`src/design/fps_pkg.sv`:
```
// ----------------------------------------------------------------------------
// Flight phase sequencer package
// Phase codes, register indexes, timing constants and shared types.
// ----------------------------------------------------------------------------
package fps_pkg;

  localparam int unsigned PHASE_W = 4;
  localparam int unsigned ACC_W   = 16;
  localparam int unsigned TIME_W  = 32;
  localparam int unsigned MS_W    = 20;
  localparam int unsigned ADDR_W  = 3;
  localparam int unsigned DATA_W  = 20;

  localparam logic [PHASE_W-1:0] PH_ABORT        = 4'd0;
  localparam logic [PHASE_W-1:0] PH_INIT         = 4'd1;
  localparam logic [PHASE_W-1:0] PH_IDLE         = 4'd2;
  localparam logic [PHASE_W-1:0] PH_LAUNCH_DET   = 4'd3;
  localparam logic [PHASE_W-1:0] PH_BOOST        = 4'd4;
  localparam logic [PHASE_W-1:0] PH_BURNOUT_DET  = 4'd5;
  localparam logic [PHASE_W-1:0] PH_COAST_PRE    = 4'd6;
  localparam logic [PHASE_W-1:0] PH_COAST_GUIDED = 4'd7;
  localparam logic [PHASE_W-1:0] PH_APOGEE_DET   = 4'd8;
  localparam logic [PHASE_W-1:0] PH_APOGEE       = 4'd9;
  localparam logic [PHASE_W-1:0] PH_DROGUE_DET   = 4'd10;
  localparam logic [PHASE_W-1:0] PH_DROGUE       = 4'd11;
  localparam logic [PHASE_W-1:0] PH_MAIN_DET     = 4'd12;
  localparam logic [PHASE_W-1:0] PH_MAIN         = 4'd13;
  localparam logic [PHASE_W-1:0] PH_LANDED_DET   = 4'd14;
  localparam logic [PHASE_W-1:0] PH_LANDED       = 4'd15;

  localparam logic [ADDR_W-1:0] REG_LAUNCH_LEVEL = 3'd0;
  localparam logic [ADDR_W-1:0] REG_COAST_LEVEL  = 3'd1;
  localparam logic [ADDR_W-1:0] REG_LAUNCH_HOLD  = 3'd2;
  localparam logic [ADDR_W-1:0] REG_BURN_LIMIT   = 3'd3;
  localparam logic [ADDR_W-1:0] REG_BURNOUT_HOLD = 3'd4;
  localparam logic [ADDR_W-1:0] REG_GUIDANCE_DLY = 3'd5;
  localparam logic [ADDR_W-1:0] REG_COAST_APOGEE = 3'd6;
  localparam logic [ADDR_W-1:0] REG_APOGEE_WAIT  = 3'd7;

  localparam logic [MS_W-1:0] DROGUE_WAIT_MS = 20'd1000;
  localparam logic [MS_W-1:0] MAIN_WAIT_MS   = 20'd1000;

  typedef struct packed {
    logic signed [ACC_W-1:0] launch_accel_level;
    logic signed [ACC_W-1:0] coast_accel_level;
    logic [MS_W-1:0]         launch_hold_ms;
    logic [MS_W-1:0]         burn_limit_ms;
    logic [MS_W-1:0]         burnout_hold_ms;
    logic [MS_W-1:0]         guidance_delay_ms;
    logic [MS_W-1:0]         coast_to_apogee_ms;
    logic [MS_W-1:0]         apogee_wait_ms;
  } cfg_t;

  typedef struct packed {
    logic [PHASE_W-1:0] phase;
    logic [TIME_W-1:0]  launch_stamp;
    logic [TIME_W-1:0]  burnout_stamp;
    logic [TIME_W-1:0]  apogee_stamp;
    logic [TIME_W-1:0]  drogue_stamp;
    logic [TIME_W-1:0]  main_stamp;
  } seq_state_t;

endpackage

```
`src/design/flight_phase_sequencer.sv`:
```
// ----------------------------------------------------------------------------
// Flight phase sequencer
// Advances the flight phase once per input sample and returns the new phase.
// ----------------------------------------------------------------------------
// Channel   Direction  Handshake             Payload
// in_       input      in_valid / in_ready   accel_z, now_ms, abort_request
// out_      output     out_valid / out_ready flight_state
// cfg_      input      cfg_we                cfg_addr, cfg_wdata
//
// One transaction per cycle unless stalled; input and output are each registered.
// The rate is set by the phase register, updated in one pass from the input register.
// Synchronous reset returns the phase to init and clears the timestamps and limits.
// A stalled output holds its result while one more sample waits in the input register.
// ----------------------------------------------------------------------------
module flight_phase_sequencer (
  input  logic                              clk,
  input  logic                              rst_n,
  input  logic                              in_valid,
  output logic                              in_ready,
  input  logic signed [fps_pkg::ACC_W-1:0]  in_accel_z,
  input  logic [fps_pkg::TIME_W-1:0]        in_now_ms,
  input  logic                              in_abort_request,
  output logic                              out_valid,
  input  logic                              out_ready,
  output logic [fps_pkg::PHASE_W-1:0]       out_flight_state,
  input  logic                              cfg_we,
  input  logic [fps_pkg::ADDR_W-1:0]        cfg_addr,
  input  logic [fps_pkg::DATA_W-1:0]        cfg_wdata
);
  import fps_pkg::*;

  cfg_t                    cfg;
  seq_state_t              st_r;
  seq_state_t              st_nxt;
  logic                    s1_vld_r;
  logic signed [ACC_W-1:0] s1_accel_r;
  logic [TIME_W-1:0]       s1_now_r;
  logic                    s1_abort_r;
  logic                    out_vld_r;
  logic [PHASE_W-1:0]      out_state_r;
  logic                    advance;

  fps_cfg u_cfg (
    .clk       (clk),
    .rst_n     (rst_n),
    .cfg_we    (cfg_we),
    .cfg_addr  (cfg_addr),
    .cfg_wdata (cfg_wdata),
    .cfg       (cfg)
  );

  fps_step u_step (
    .cfg           (cfg),
    .cur           (st_r),
    .accel_z       (s1_accel_r),
    .now_ms        (s1_now_r),
    .abort_request (s1_abort_r),
    .nxt           (st_nxt)
  );

  assign advance  = s1_vld_r && (!out_vld_r || out_ready);
  assign in_ready = !s1_vld_r || advance;

  always_ff @(posedge clk) begin
    if (!rst_n) begin
      s1_vld_r        <= 1'b0;
      out_vld_r       <= 1'b0;
      st_r            <= '{PH_INIT, '0, '0, '0, '0, '0};
    end else begin
      if (in_ready) begin
        s1_vld_r <= in_valid;
      end
      if (advance) begin
        out_vld_r <= 1'b1;
        st_r      <= st_nxt;
      end else if (out_ready) begin
        out_vld_r <= 1'b0;
      end
    end
  end

  always_ff @(posedge clk) begin
    if (in_valid && in_ready) begin
      s1_accel_r <= in_accel_z;
      s1_now_r   <= in_now_ms;
      s1_abort_r <= in_abort_request;
    end
    if (advance) begin
      out_state_r <= st_nxt.phase;
    end
  end

  assign out_valid        = out_vld_r;
  assign out_flight_state = out_state_r;

endmodule

```
`src/design/fps_cfg.sv`:
```
// ----------------------------------------------------------------------------
// Flight phase sequencer configuration registers
// Holds the acceleration levels and timing limits written over the port.
// ----------------------------------------------------------------------------
module fps_cfg (
  input  logic                        clk,
  input  logic                        rst_n,
  input  logic                        cfg_we,
  input  logic [fps_pkg::ADDR_W-1:0]  cfg_addr,
  input  logic [fps_pkg::DATA_W-1:0]  cfg_wdata,
  output fps_pkg::cfg_t               cfg
);
  import fps_pkg::*;

  cfg_t cfg_r;
  cfg_t cfg_nxt;

  always_comb begin
    cfg_nxt = cfg_r;
    if (cfg_we) begin
      unique case (cfg_addr)
        REG_LAUNCH_LEVEL: cfg_nxt.launch_accel_level = $signed(cfg_wdata[ACC_W-1:0]);
        REG_COAST_LEVEL:  cfg_nxt.coast_accel_level  = $signed(cfg_wdata[ACC_W-1:0]);
        REG_LAUNCH_HOLD:  cfg_nxt.launch_hold_ms     = cfg_wdata[MS_W-1:0];
        REG_BURN_LIMIT:   cfg_nxt.burn_limit_ms      = cfg_wdata[MS_W-1:0];
        REG_BURNOUT_HOLD: cfg_nxt.burnout_hold_ms    = cfg_wdata[MS_W-1:0];
        REG_GUIDANCE_DLY: cfg_nxt.guidance_delay_ms  = cfg_wdata[MS_W-1:0];
        REG_COAST_APOGEE: cfg_nxt.coast_to_apogee_ms = cfg_wdata[MS_W-1:0];
        REG_APOGEE_WAIT:  cfg_nxt.apogee_wait_ms     = cfg_wdata[MS_W-1:0];
      endcase
    end
  end

  always_ff @(posedge clk) begin
    if (!rst_n) begin
      cfg_r <= '0;
    end else begin
      cfg_r <= cfg_nxt;
    end
  end

  assign cfg = cfg_r;

endmodule

```
`src/design/fps_step.sv`:
```
// ----------------------------------------------------------------------------
// Flight phase sequencer transition logic
// Computes the next phase and timestamps from one registered sample.
// ----------------------------------------------------------------------------
module fps_step (
  input  fps_pkg::cfg_t                     cfg,
  input  fps_pkg::seq_state_t               cur,
  input  logic signed [fps_pkg::ACC_W-1:0]  accel_z,
  input  logic [fps_pkg::TIME_W-1:0]        now_ms,
  input  logic                              abort_request,
  output fps_pkg::seq_state_t               nxt
);
  import fps_pkg::*;

  logic [PHASE_W-1:0] ph;
  logic [TIME_W-1:0]  stamp_sel;
  logic [MS_W-1:0]    limit_sel;
  logic [TIME_W-1:0]  elapsed;
  logic               over_limit;
  logic               at_limit;

  assign ph = abort_request ? PH_ABORT : cur.phase;

  // One elapsed-time subtractor serves every timed phase.
  always_comb begin
    stamp_sel = cur.launch_stamp;
    limit_sel = cfg.launch_hold_ms;
    unique case (ph)
      PH_BOOST: begin
        limit_sel = cfg.burn_limit_ms;
      end
      PH_BURNOUT_DET: begin
        stamp_sel = cur.burnout_stamp;
        limit_sel = cfg.burnout_hold_ms;
      end
      PH_COAST_PRE: begin
        stamp_sel = cur.burnout_stamp;
        limit_sel = cfg.guidance_delay_ms;
      end
      PH_COAST_GUIDED: begin
        stamp_sel = cur.burnout_stamp;
        limit_sel = cfg.coast_to_apogee_ms;
      end
      PH_APOGEE: begin
        stamp_sel = cur.apogee_stamp;
        limit_sel = cfg.apogee_wait_ms;
      end
      PH_DROGUE: begin
        stamp_sel = cur.drogue_stamp;
        limit_sel = DROGUE_WAIT_MS;
      end
      PH_MAIN: begin
        stamp_sel = cur.main_stamp;
        limit_sel = MAIN_WAIT_MS;
      end
      default: begin
      end
    endcase
  end

  assign elapsed    = now_ms - stamp_sel;
  assign over_limit = elapsed >  {{(TIME_W-MS_W){1'b0}}, limit_sel};
  assign at_limit   = elapsed >= {{(TIME_W-MS_W){1'b0}}, limit_sel};

  always_comb begin
    nxt       = cur;
    nxt.phase = ph;
    unique case (ph)
      PH_ABORT: begin
      end
      PH_INIT: begin
        nxt.phase = PH_IDLE;
      end
      PH_IDLE: begin
        if (accel_z > cfg.launch_accel_level) begin
          nxt.launch_stamp = now_ms;
          nxt.phase        = PH_LAUNCH_DET;
        end
      end
      PH_LAUNCH_DET: begin
        if (accel_z < cfg.launch_accel_level) begin
          nxt.phase = PH_IDLE;
        end else if (over_limit) begin
          nxt.phase = PH_BOOST;
        end
      end
      PH_BOOST: begin
        if (accel_z < cfg.coast_accel_level) begin
          nxt.burnout_stamp = now_ms;
          nxt.phase         = PH_BURNOUT_DET;
        end else if (at_limit) begin
          nxt.burnout_stamp = now_ms;
          nxt.phase         = PH_COAST_PRE;
        end
      end
      PH_BURNOUT_DET: begin
        if (accel_z > cfg.coast_accel_level) begin
          nxt.phase = PH_BOOST;
        end else if (over_limit) begin
          nxt.phase = PH_COAST_PRE;
        end
      end
      PH_COAST_PRE: begin
        if (over_limit) begin
          nxt.phase = PH_COAST_GUIDED;
        end
      end
      PH_COAST_GUIDED: begin
        if (over_limit) begin
          nxt.apogee_stamp = now_ms;
          nxt.phase        = PH_APOGEE_DET;
        end
      end
      PH_APOGEE_DET: begin
        nxt.phase = PH_APOGEE;
      end
      PH_APOGEE: begin
        if (over_limit) begin
          nxt.drogue_stamp = now_ms;
          nxt.phase        = PH_DROGUE_DET;
        end
      end
      PH_DROGUE_DET: begin
        nxt.phase = PH_DROGUE;
      end
      PH_DROGUE: begin
        if (over_limit) begin
          nxt.main_stamp = now_ms;
          nxt.phase      = PH_MAIN_DET;
        end
      end
      PH_MAIN_DET: begin
        nxt.phase = PH_MAIN;
      end
      PH_MAIN: begin
        if (over_limit) begin
          nxt.phase = PH_LANDED_DET;
        end
      end
      PH_LANDED_DET: begin
        nxt.phase = PH_LANDED;
      end
      PH_LANDED: begin
      end
    endcase
  end

endmodule

```
`config.mk`:
```
export PLATFORM = sky130hd
export DESIGN_NAME = flight_phase_sequencer
export DESIGN_NICKNAME = d
export VERILOG_FILES = /design/src/design/fps_pkg.sv /design/src/design/flight_phase_sequencer.sv /design/src/design/fps_cfg.sv /design/src/design/fps_step.sv
export SDC_FILE = /design/constraint.sdc
export NUM_CORES = 1
export LEC_CHECK = 0
export BUFFER_PORTS_ARGS = -buffer_cell sky130_fd_sc_hd__clkbuf_2
export CELL_PAD_IN_SITES_DETAIL_PLACEMENT = 1
export CELL_PAD_IN_SITES_GLOBAL_PLACEMENT = 1
export CORE_MARGIN = 2
export CORE_UTILIZATION = 40
export DETAILED_ROUTE_END_ITERATION = 16
export GPL_TIMING_DRIVEN = 0
export PLACE_DENSITY = 0.78
export SETUP_SLACK_MARGIN = 0.5
export SKIP_CTS_REPAIR_TIMING = 1
export SYNTH_ARGS = -nofsm -noshare
export SYNTH_HDL_FRONTEND = slang
export SYNTH_SLANG_ARGS = --single-unit
export TNS_END_PERCENT = 1
```
`constraint.sdc`:
```
create_clock -name clk -period 8.9 [get_ports clk]
set_clock_uncertainty 0.15 [all_clocks]
set_input_delay 0.89 -clock clk [delete_from_list [all_inputs] [get_ports clk]]
set_output_delay 0.89 -clock clk [all_outputs]
set_load 0.02 [all_outputs]
```
## Yosys cells after proc, flatten, opt, wreduce, memory -nomap -nowiden

Cells that the tools add are included.

| storage, ports and cells | value |
|---|---|
| input port bits | 77 |
| output and inout port bits | 6 |
| logic and storage cells | 92 |
| register bits after elaboration | 371 |

| cells by class | value |
|---|---|
| order comparisons | 6 |
| muxes and demuxes | 20 |
| $add $sub $neg | 1 |
| reduce and logical (&&, ||, !) cells | 24 |
| equal/unequal tests | 21 |

Operators by type and width:

| kind | count |
|---|---|
| $pmux W32 S4 | 1 |
| $pmux W20 S6 | 1 |
| $mux W32 | 2 |
| $pmux W4 S14 | 1 |
| $mux W4 | 12 |
| $mux W36 | 1 |
| $ge A32 B20 Y1 | 1 |
| $gt A16 B16 Y1 | 2 |
| $gt A32 B20 Y1 | 1 |
| $lt A16 B16 Y1 | 2 |
| $sub A32 B32 Y32 | 1 |
| $eq A4 B4 Y1 const B | 7 |
| $eq A4 B3 Y1 const B | 4 |
| $reduce_and A2 Y1 | 8 |
| $reduce_and A3 Y1 | 5 |
| $eq A3 B3 Y1 const B | 4 |
| $eq A4 B2 Y1 const B | 2 |
| $eq A3 B2 Y1 const B | 2 |
| $eq A4 B1 Y1 const B | 1 |
| $reduce_bool A2 Y1 | 2 |
| $eq A3 B1 Y1 const B | 1 |
| $logic_not A3 Y1 | 1 |
| $reduce_or A3 Y1 | 1 |
| $logic_and A1 B1 Y1 | 2 |
| 4 further kinds | 7 |

## Longest topological paths before layout

Gate-level depths: netlist of the first run.

| logic depth | value |
|---|---|
| depth in word-level cells | 9 |
| mapped depth | 30 |
| depth with buffers taken out | 26 |

## Modules after synthesis

Synthesis of the first run repeated with hierarchy kept, for this count alone.

| unflattened totals | value |
|---|---|
| cell total of the unflattened synthesis | 2202 |
| area, all modules | 20880.0 µm² |

By module, submodules not included:

| module | area an instance (µm²) | times used | cells an instance |
|---|---|---|---|
| flight_phase_sequencer | 8366.8 | 1 | 774 |
| fps_step | 7049.3 | 1 | 909 |
| fps_cfg | 5464.0 | 1 | 519 |

## Least setup slack after synthesis of the first run

Ideal clock, no wire load.

| timing path | value |
|---|---|
| path type | reg-to-reg |
| start point | register st_r[162] (netlist name) |
| end point | register st_r[10] (netlist name) |
| period minus slack after synthesis | 5830 ps |
| stages on the path, launching flop included | 30 |
| path slack | 3070 ps |
| data required time | 8678 ps |
| arrival | 5608 ps |
| setup time | 72 ps |
| buffers on the path | 5 |
| cells stage by stage | dfxtp_1 buf_2 clkbuf_1 nand2_1 nor3_1 clkbuf_1 a22oi_1 nand2_1 a21oi_1 ha_1 and3_1 nand3_1 a211o_1 o21ai_0 nand2b_1 nand3_1 o21ai_0 nand3_1 nand2_1 xor2_1 ha_1 nand4_1 or4_1 or2_2 nand2_1 nand4b_2 buf_6 nand3_4 buf_12 mux2i_1 |

| on the way | value |
|---|---|
| longest elaborated chain between the ends | 7 |
| elaborated cells on any way between the ends | 15 |
| classes of those cells | add/sub (1); order compare (1); eq/ne (7); mux (3); reduce/logical (3) |

RTL lines:

| element | RTL line | source |
|---|---|---|
| from (decl) | flight_phase_sequencer.sv:33 | `seq_state_t st_r;` |
| from (signal assigned) | flight_phase_sequencer.sv:68 | `st_r <= '{PH_INIT, '0, '0, '0, '0, '0};` |
| from (signal assigned) | flight_phase_sequencer.sv:75 | `st_r <= st_nxt;` |
| $mux W4 (*) | fps_step.sv:22 | `assign ph = abort_request ? PH_ABORT : cur.phase;` |
| $eq A4 B3 Y1 | fps_step.sv:28 | `unique case (ph)` |
| $reduce_or A3 Y1 (no line) | - |  |
| $pmux W32 S4 | fps_step.sv:28 |  |
| $sub A32 B32 Y32 | fps_step.sv:61 | `assign elapsed = now_ms - stamp_sel;` |
| $gt A32 B20 Y1 | fps_step.sv:62 | `assign over_limit = elapsed > {{(TIME_W-MS_W){1'b0}}, limit_sel};` |
| $reduce_and A3 Y1 (no line) (*) | - |  |

Mark *: on every way between the ends. The rest lies on a longest branch, timed or not.
A chain may end at the register's enable or synchronous reset.

## Final worst setup path of the first run

| timing path | value |
|---|---|
| start point | register st_r[160] (netlist name) |
| end point | register st_r[109] (netlist name) |

| on the way | value |
|---|---|
| longest elaborated chain between the ends | 8 |
| elaborated cells on any way between the ends | 16 |
| classes of those cells | add/sub (1); order compare (1); eq/ne (7); mux (3); reduce/logical (4) |

RTL lines:

| element | RTL line | source |
|---|---|---|
| $mux W4 (*) | fps_step.sv:22 |  |
| $eq A4 B3 Y1 | fps_step.sv:28 |  |
| $reduce_or A3 Y1 (no line) | - |  |
| $pmux W32 S4 | fps_step.sv:28 |  |
| $sub A32 B32 Y32 | fps_step.sv:61 |  |
| $ge A32 B20 Y1 | fps_step.sv:63 | `assign at_limit = elapsed >= {{(TIME_W-MS_W){1'b0}}, limit_sel};` |
| $reduce_bool A2 Y1 (no line) | - |  |
| $reduce_and A3 Y1 (no line) (*) | - |  |

Marks and branches as above.

==> results.py, run 1 <==
metrics = {
    "status": {
        "outcome": "completed",
    },
    "power": {
        "power_frac_comb_pct": 8.9,
        "clkPwrFrac_pct": 47.0,
        "vdd_drop_max_mv": 0.161,
        "p_seq_share_pct": 44.1,
        "p_sw_mw": 0.992,
        "p_leak_nw": 8.34,
        "switching_share_pct": 24.9,
        "pwr_density_cell_nw_per_um2": 187,
        "power.internal_mw": 2.99,
    },
    "timing": {
        "finalCritPeriodShare_pct": 87.7,
        "rsz0062_at_grt": "no",
        "worst_slew_pin_slew_ns": 1.30,
        "max_freq_mhz": 128,
        "relSlewSlack_pct": 12.5,
        "hold_viol": 0,
        "drv_slew": 0,
        "setup_viol_count_final": 0,
        "setup-tns-final_ns": 0,
        "period_needed_ns": 7.80,
    },
    "finish": {
        "fin_util_pct": 46.0,
        "areaGrowthSynthToFinish_pct": 13.9,
        "diodes": 0,
        "num-nets-final": 2370,
        "n_fill_cell": 5387,
        "drive_above_1_share_pct": 9.54,
        "instances_no_fill": 2851,
    },
    "global_routing": {
        "antenna_found_initial": 1,
        "grt_pass1_vias": 17200,
        "grt_pass1_wl_um": 95600,
        "grt.total_usage_pct": 25.4,
        "grt_overflow_total": 0,
        "grt_start_max_net_pins": 36,
    },
    "clock_tree": {
        "path_clk_slew_ns": 0.06,
        "cts.sinks": 371,
        "cts_tree": "yes",
        "clk_latency_ns": 0.59,
        "cts_root_buf": "clkbuf_16",
        "clockBufferDepth": 3,
        "cts_htree_levels": 2,
        "cts_made_buffers": 43,
    },
    "place": {
        "numPlacedInstances": 2771,
        "port_buffers": 63,
        "place_congestion": 0.906,
        "hpwl_um": 45400,
    },
    "logic_synthesis": {
        "synth_cell_types": 77,
        "yosys.area.top_type": "dfxtp_1",
        "syn_avg_cell_area_um2": 8.91,
        "yosysMostFrequentCell": "nand2_1",
        "synth_area_um2": 18700,
        "yosysTopAreaCellShare_pct": 34.0,
        "ys_ff_latch": 371,
        "synth_fp_nets": 2261,
        "muxShareOfSynthArea_pct": 8.78,
        "synth_common_cells": "560 x nand2_1, 318 x dfxtp_1, 163 x mux2i_1",
        "yosys_warnings": 0,
        "synthTopCellsByArea": "dfxtp_1 34%, nand2_1 11%, mux2i_1 8.7%, edfxtp_1 8.5%, a21boi_0 6.2%",
        "synth_ff_type": "dfxtp_1",
        "ys_seq_area_share_pct": 42.5,
        "synthCells": 2100,
        "synth_compound_area_share_pct": 18.5,
        "synth_top_family_by_area": "compound AO/OA/AOI/OAI gates",
        "synth-adder-area-share_pct": 5.66,
        "synth_edf_count": 53,
        "synthArstFlopShare_pct": 0,
        "synth_simple_gate_area_share_pct": 18.4,
        "synthXorXnorAreaFrac_pct": 1.07,
    },
    "routing": {
        "top_layer": "met5",
        "post_drt_wl_per_cell_um": 21.7,
        "num_vias": 16100,
        "vias_per_cell": 5.65,
        "routed_wl_um": 61900,
        "postRouteAntennaNets": 0,
        "first_pass_iters": 9,
        "wl_met3_um": 2580,
        "wl_met2_um": 31600,
        "drc": 0,
        "wl_met1_um": 26100,
        "drt_iter0_drc": 1044,
    },
    "critical_path": {
        "r2r_slack_ns": 1.10,
        "crit_start": "st_r[160]",
        "criticalPathCategory": "flop to flop",
        "cp.arrival_ns": 8.13,
        "r2r_cells": 27,
        "endpoint_kind": "flop",
        "reg2reg_to": "st_r[109]",
        "cp_max_fo": 10,
        "cp-start-kind": "flop",
        "crit_end": "st_r[109]",
        "reg2reg_from": "st_r[160]",
        "required_ns": 9.22,
    },
    "floorplan": {
        "die_area_um2": 48500,
        "rows": 79,
        "initial_core_util_pct": 40.4,
        "io_pins": 83,
        "dieHeight_um": 220,
        "die_w_um": 220,
        "core_um2": 46400,
    },
    "flow_run": {
        "max_cap_violations": 0,
    },
    "min_path": {
        "holdPathStages": 2,
        "hold_path.class": "flop to flop",
    },
}
==> critical path, cell delays in order, from the launching register on <==
cell	delay, ns
dfxtp_1	0.32
buf_2	0.23
nand2_2	0.19
nor4_4	0.60
clkbuf_1	0.67
a22oi_1	0.20
nand3_1	0.20
inv_1	0.08
ha_1	0.26
nor2b_1	0.19
o2111ai_1	0.18
a211o_1	0.36
o21ai_0	0.15
nand2b_1	0.20
nand3_1	0.10
o21ai_0	0.39
nand3_1	0.13
nand2_1	0.10
xor2_1	0.30
ha_1	0.22
nand4_1	0.19
or4_1	0.62
or2_2	0.38
nand3b_1	0.11
nor3b_1	0.08
a21oi_2	0.51
buf_4	0.35
mux2i_1	0.22
==> how the worst min path moves through the flow <==
| stage | from | endpoint | slack [ns] |
|---|---|---|---|
| final | st_r[108] | st_r[108] | 0.31 |
| after global routing | in_accel_z[8] | s1_accel_r[8] | 0.30 |
| after CTS | in_accel_z[8] | s1_accel_r[8] | 0.30 |
| after detailed placement | st_r[102] | st_r[102] | 0.30 |
| after floorplan | st_r[31] | st_r[31] | 0.28 |
| after global placement | st_r[112] | st_r[112] | 0.29 |
==> area by class of cell <==
type	instances	area (um2)	share of cell area [%]
Buffer	153	806	3.78
Clock buffer	64	1270	5.94
Clock inverter	16	221	1.04
Inverter	42	158	0.739
Multi-Input combinational cell	1534	9820	46.0
Sequential cell	371	7960	37.3
Tap cell	607	759	3.56
Timing Repair Buffer	64	335	1.57
==> registers in the layout, summed over array words and instances (netlist names) <==
register          cells
st_r                164
u_cfg.cfg           152
s1_now_r             32
s1_accel_r           16
out_flight_state      4
out_valid             1
s1_abort_r            1
s1_vld_r              1
==> metrics by stage <==
stage          power, mW  hold slack (ns)  setup slack [ns]  area [um2]
3_5_place_dp        2.14            0.297             0.728       19800
4_1_cts             4.02            0.296             0.639       21300
5_1_grt             4.12            0.303             0.628       21300
2_1_floorplan       2.01            0.284              3.07       18700
6_report            3.98            0.307              1.10       21300
3_3_place_gp        2.12            0.291             0.832       19800
==> layer usage <==
metal | global-route usage, % | up-vias
li1 | - | 7569
met1 | 30.2 | 8086
met2 | 47.0 | 356
met3 | 3.51 | 100
met4 | 8.30 | 2
met5 | 0 | -
==> placed cells by master, fill, tap and decap left out, drive strengths merged, types with 21 or more instances in the layout <==
| cell | count |
|---|---|
| nand2 | 562 |
| dfxtp | 318 |
| clkbuf | 231 |
| mux2i | 163 |
| a21boi | 156 |
| a21oi | 86 |
| ha | 83 |
| a22oi | 72 |
| edfxtp | 53 |
| buf | 50 |
| nor2b | 47 |
| o21ai | 46 |
| inv | 43 |
| nor2 | 41 |
| nand3 | 29 |
| a222oi | 28 |
| a21o | 21 |
==> power groups by stage <==
| stage | Combinational [mW] | Sequential [mW] | Clock, mW |
|---|---|---|---|
| floorplan | 0.229 | 1.78 | 0 |
| global placement | 0.333 | 1.79 | 0 |
| detailed placement | 0.348 | 1.79 | 0 |
| CTS | 0.353 | 1.76 | 1.91 |
| global route | 0.391 | 1.76 | 1.97 |
| finish | 0.356 | 1.76 | 1.87 |
==> cell families after synthesis <==
kind of cell / count (synthesis)
buffers and inverters: 195
DFF: 371
muxes: 164
AOI/OAI and AO/OA: 483
and+or+nand+nor: 781
adders and majority gates: 84
xor gates and xnor gates: 22
No activity file was read; power rests on OpenSTA's default activity.
==> inputs of run 2 (changes only) <==
--- a/config.mk
+++ b/config.mk
@@ -6,7 +6,7 @@
 export NUM_CORES = 1
 export LEC_CHECK = 0
 export BUFFER_PORTS_ARGS = -buffer_cell sky130_fd_sc_hd__clkbuf_2
-export CELL_PAD_IN_SITES_DETAIL_PLACEMENT = 1
+export CELL_PAD_IN_SITES_DETAIL_PLACEMENT = 0
 export CELL_PAD_IN_SITES_GLOBAL_PLACEMENT = 1
 export CORE_MARGIN = 2
 export CORE_UTILIZATION = 40
==> constraint.sdc (replaced) <==
create_clock -name clk -period 8.8 [get_ports clk]
set_clock_uncertainty 0.15 [all_clocks]
set_input_delay 0.88 -clock clk [delete_from_list [all_inputs] [get_ports clk]]
set_output_delay 0.88 -clock clk [all_outputs]
set_load 0.02 [all_outputs]
==> run 2 against run 1 <==
  * Register-to-register slack about the same
  * Non-clock buffer count unchanged
  * Setup slack got worse by 0.011 ns
  * Clock power decreased by 7%
  * Critical path type unchanged
==> results.py, run 2 (synthesis gave the netlist of run 1 again) <==
metrics = {
    "routing": {
        "routed_wl_um": 56800,
        "post_drt_wl_per_cell_um": 19.9,
        "postRouteAntennaNets": 0,
        "num_vias": 15700,
        "drc": 0,
        "vias_per_cell": 5.50,
        "drt_iter0_drc": 1258,
        "first_pass_iters": 7,
    },
    "clock_tree": {
        "cts_made_buffers": 43,
        "clockBufferDepth": 3,
        "cts.sinks": 371,
        "path_clk_slew_ns": 0.06,
        "cts_tree": "yes",
        "clk_latency_ns": 0.59,
        "cts_htree_levels": 2,
        "cts_root_buf": "clkbuf_16",
    },
    "global_routing": {
        "grt_pass1_vias": 15700,
        "grt.total_usage_pct": 23.4,
        "grt_pass1_wl_um": 87600,
        "grt_overflow_total": 0,
        "antenna_found_initial": 1,
        "grt_start_max_net_pins": 36,
    },
    "critical_path": {
        "r2r_cells": 28,
        "reg2reg_to": "st_r[125]",
        "crit_start": "st_r[162]",
        "r2r_slack_ns": 1.09,
        "reg2reg_from": "st_r[162]",
        "cp_max_fo": 10,
        "critPathMaxStageDelay_ns": 0.56,
        "cp.arrival_ns": 8.05,
        "crit_end": "st_r[125]",
        "cp-start-kind": "flop",
        "criticalPathCategory": "flop to flop",
        "crit_slowest_cell": "or4_1",
        "required_ns": 9.14,
        "endpoint_kind": "flop",
    },
    "timing": {
        "rsz0062_at_grt": "no",
        "drv_slew": 0,
        "hold_viol": 0,
        "setup-tns-final_ns": 0,
        "setup_viol_count_final": 0,
        "finalCritPeriodShare_pct": 87.6,
        "period_needed_ns": 7.71,
        "max_freq_mhz": 130,
        "relSlewSlack_pct": 19.6,
        "whs_ns": 0.306,
        "worst_slew_pin_slew_ns": 1.20,
    },
    "flow_run": {
        "max_cap_violations": 0,
    },
    "floorplan": {
        "dieHeight_um": 220,
        "die_w_um": 220,
        "initial_core_util_pct": 40.4,
        "die_area_um2": 48500,
        "io_pins": 83,
        "rows": 79,
        "core_um2": 46400,
    },
    "finish": {
        "num-nets-final": 2370,
        "drive_above_1_share_pct": 9.28,
        "multi_input_area_um2": 9810,
        "largest_reg_flops": 164,
        "diodes": 0,
        "n_fill_cell": 4508,
        "final_cell_mix": "560 x nand2_1, 318 x dfxtp_1, 163 x mux2i_1",
        "seq_area_um2": 7960,
        "final_common_cell": "nand2_1",
        "largest-register": "st_r",
        "areaGrowthSynthToFinish_pct": 13.1,
    },
    "min_path": {
        "hold_start": "st_r[98]",
        "hold_path.class": "flop to flop",
    },
    "place": {
        "place_congestion": 0.906,
        "hpwl_um": 41900,
        "port_buffers": 63,
    },
    "power": {
        "p_total_mw": 3.85,
        "p_leak_nw": 8.26,
        "pwr_density_cell_nw_per_um2": 182,
        "vdd_drop_max_mv": 0.193,
    },
    "status": {
        "outcome": "completed",
    },
}
==> run 2: layout make-up <==
| type | instances | share of cell area (%) |
|---|---|---|
| Sequential cell | 371 | 37.6 |
| Timing Repair Buffer | 64 | 1.58 |
| Multi-Input combinational cell | 1534 | 46.3 |
| Tap cell | 607 | 3.59 |
| Buffer | 153 | 3.80 |
| Clock inverter | 14 | 0.656 |
| Inverter | 42 | 0.745 |
| Clock buffer | 64 | 5.69 |
==> run 2: how the worst min path moves through the flow <==
stage / endpoint / cells past startpoint
detailed placement: st_r[98] / 2
global placement: st_r[112] / 2
finish: st_r[98] / 2
global route: s1_accel_r[5] / 1
floorplan: st_r[31] / 2
CTS: s1_accel_r[14] / 1
==> run 2: worst max-delay path, delay by kind of cell (launching register included) <==
family | cells | cell delay (ns)
AND/OR/NAND/NOR | 14 | 3.03
AO/OA/AOI/OAI | 6 | 1.57
buffers and inverters | 4 | 1.40
adder cells (fa/ha/maj) | 2 | 0.65
flip-flops | 1 | 0.30
XOR/XNOR | 1 | 0.28
multiplexers | 1 | 0.21
==> run 2: power by group <==
part / switching (mW) / total (mW) / internal (mW)
logic: 0.223 / 0.349 / 0.125
registers: 0.0232 / 1.78 / 1.75
clock network: 0.744 / 1.73 / 0.985
total: 0.990 / 3.85 / 2.86
==> run 2: metal layers <==
layer	GRT usage, %	share of wire [%]
met4	9.22	3.5
met3	3.42	4.6
met2	40.2	48
met1	29.6	44
met5	0	0
==> run 2: per-stage QoR <==
step	setup WS, ns	area, um2	util, %	std cells
6_report	1.09	21200	45.7	2849
5_1_grt	0.582	21200	45.7	2849
4_1_cts	0.703	21200	45.6	2849
3_5_place_dp	0.802	19800	42.7	2771
3_3_place_gp	0.732	19800	42.7	2770
2_1_floorplan	2.97	18700	-	2100
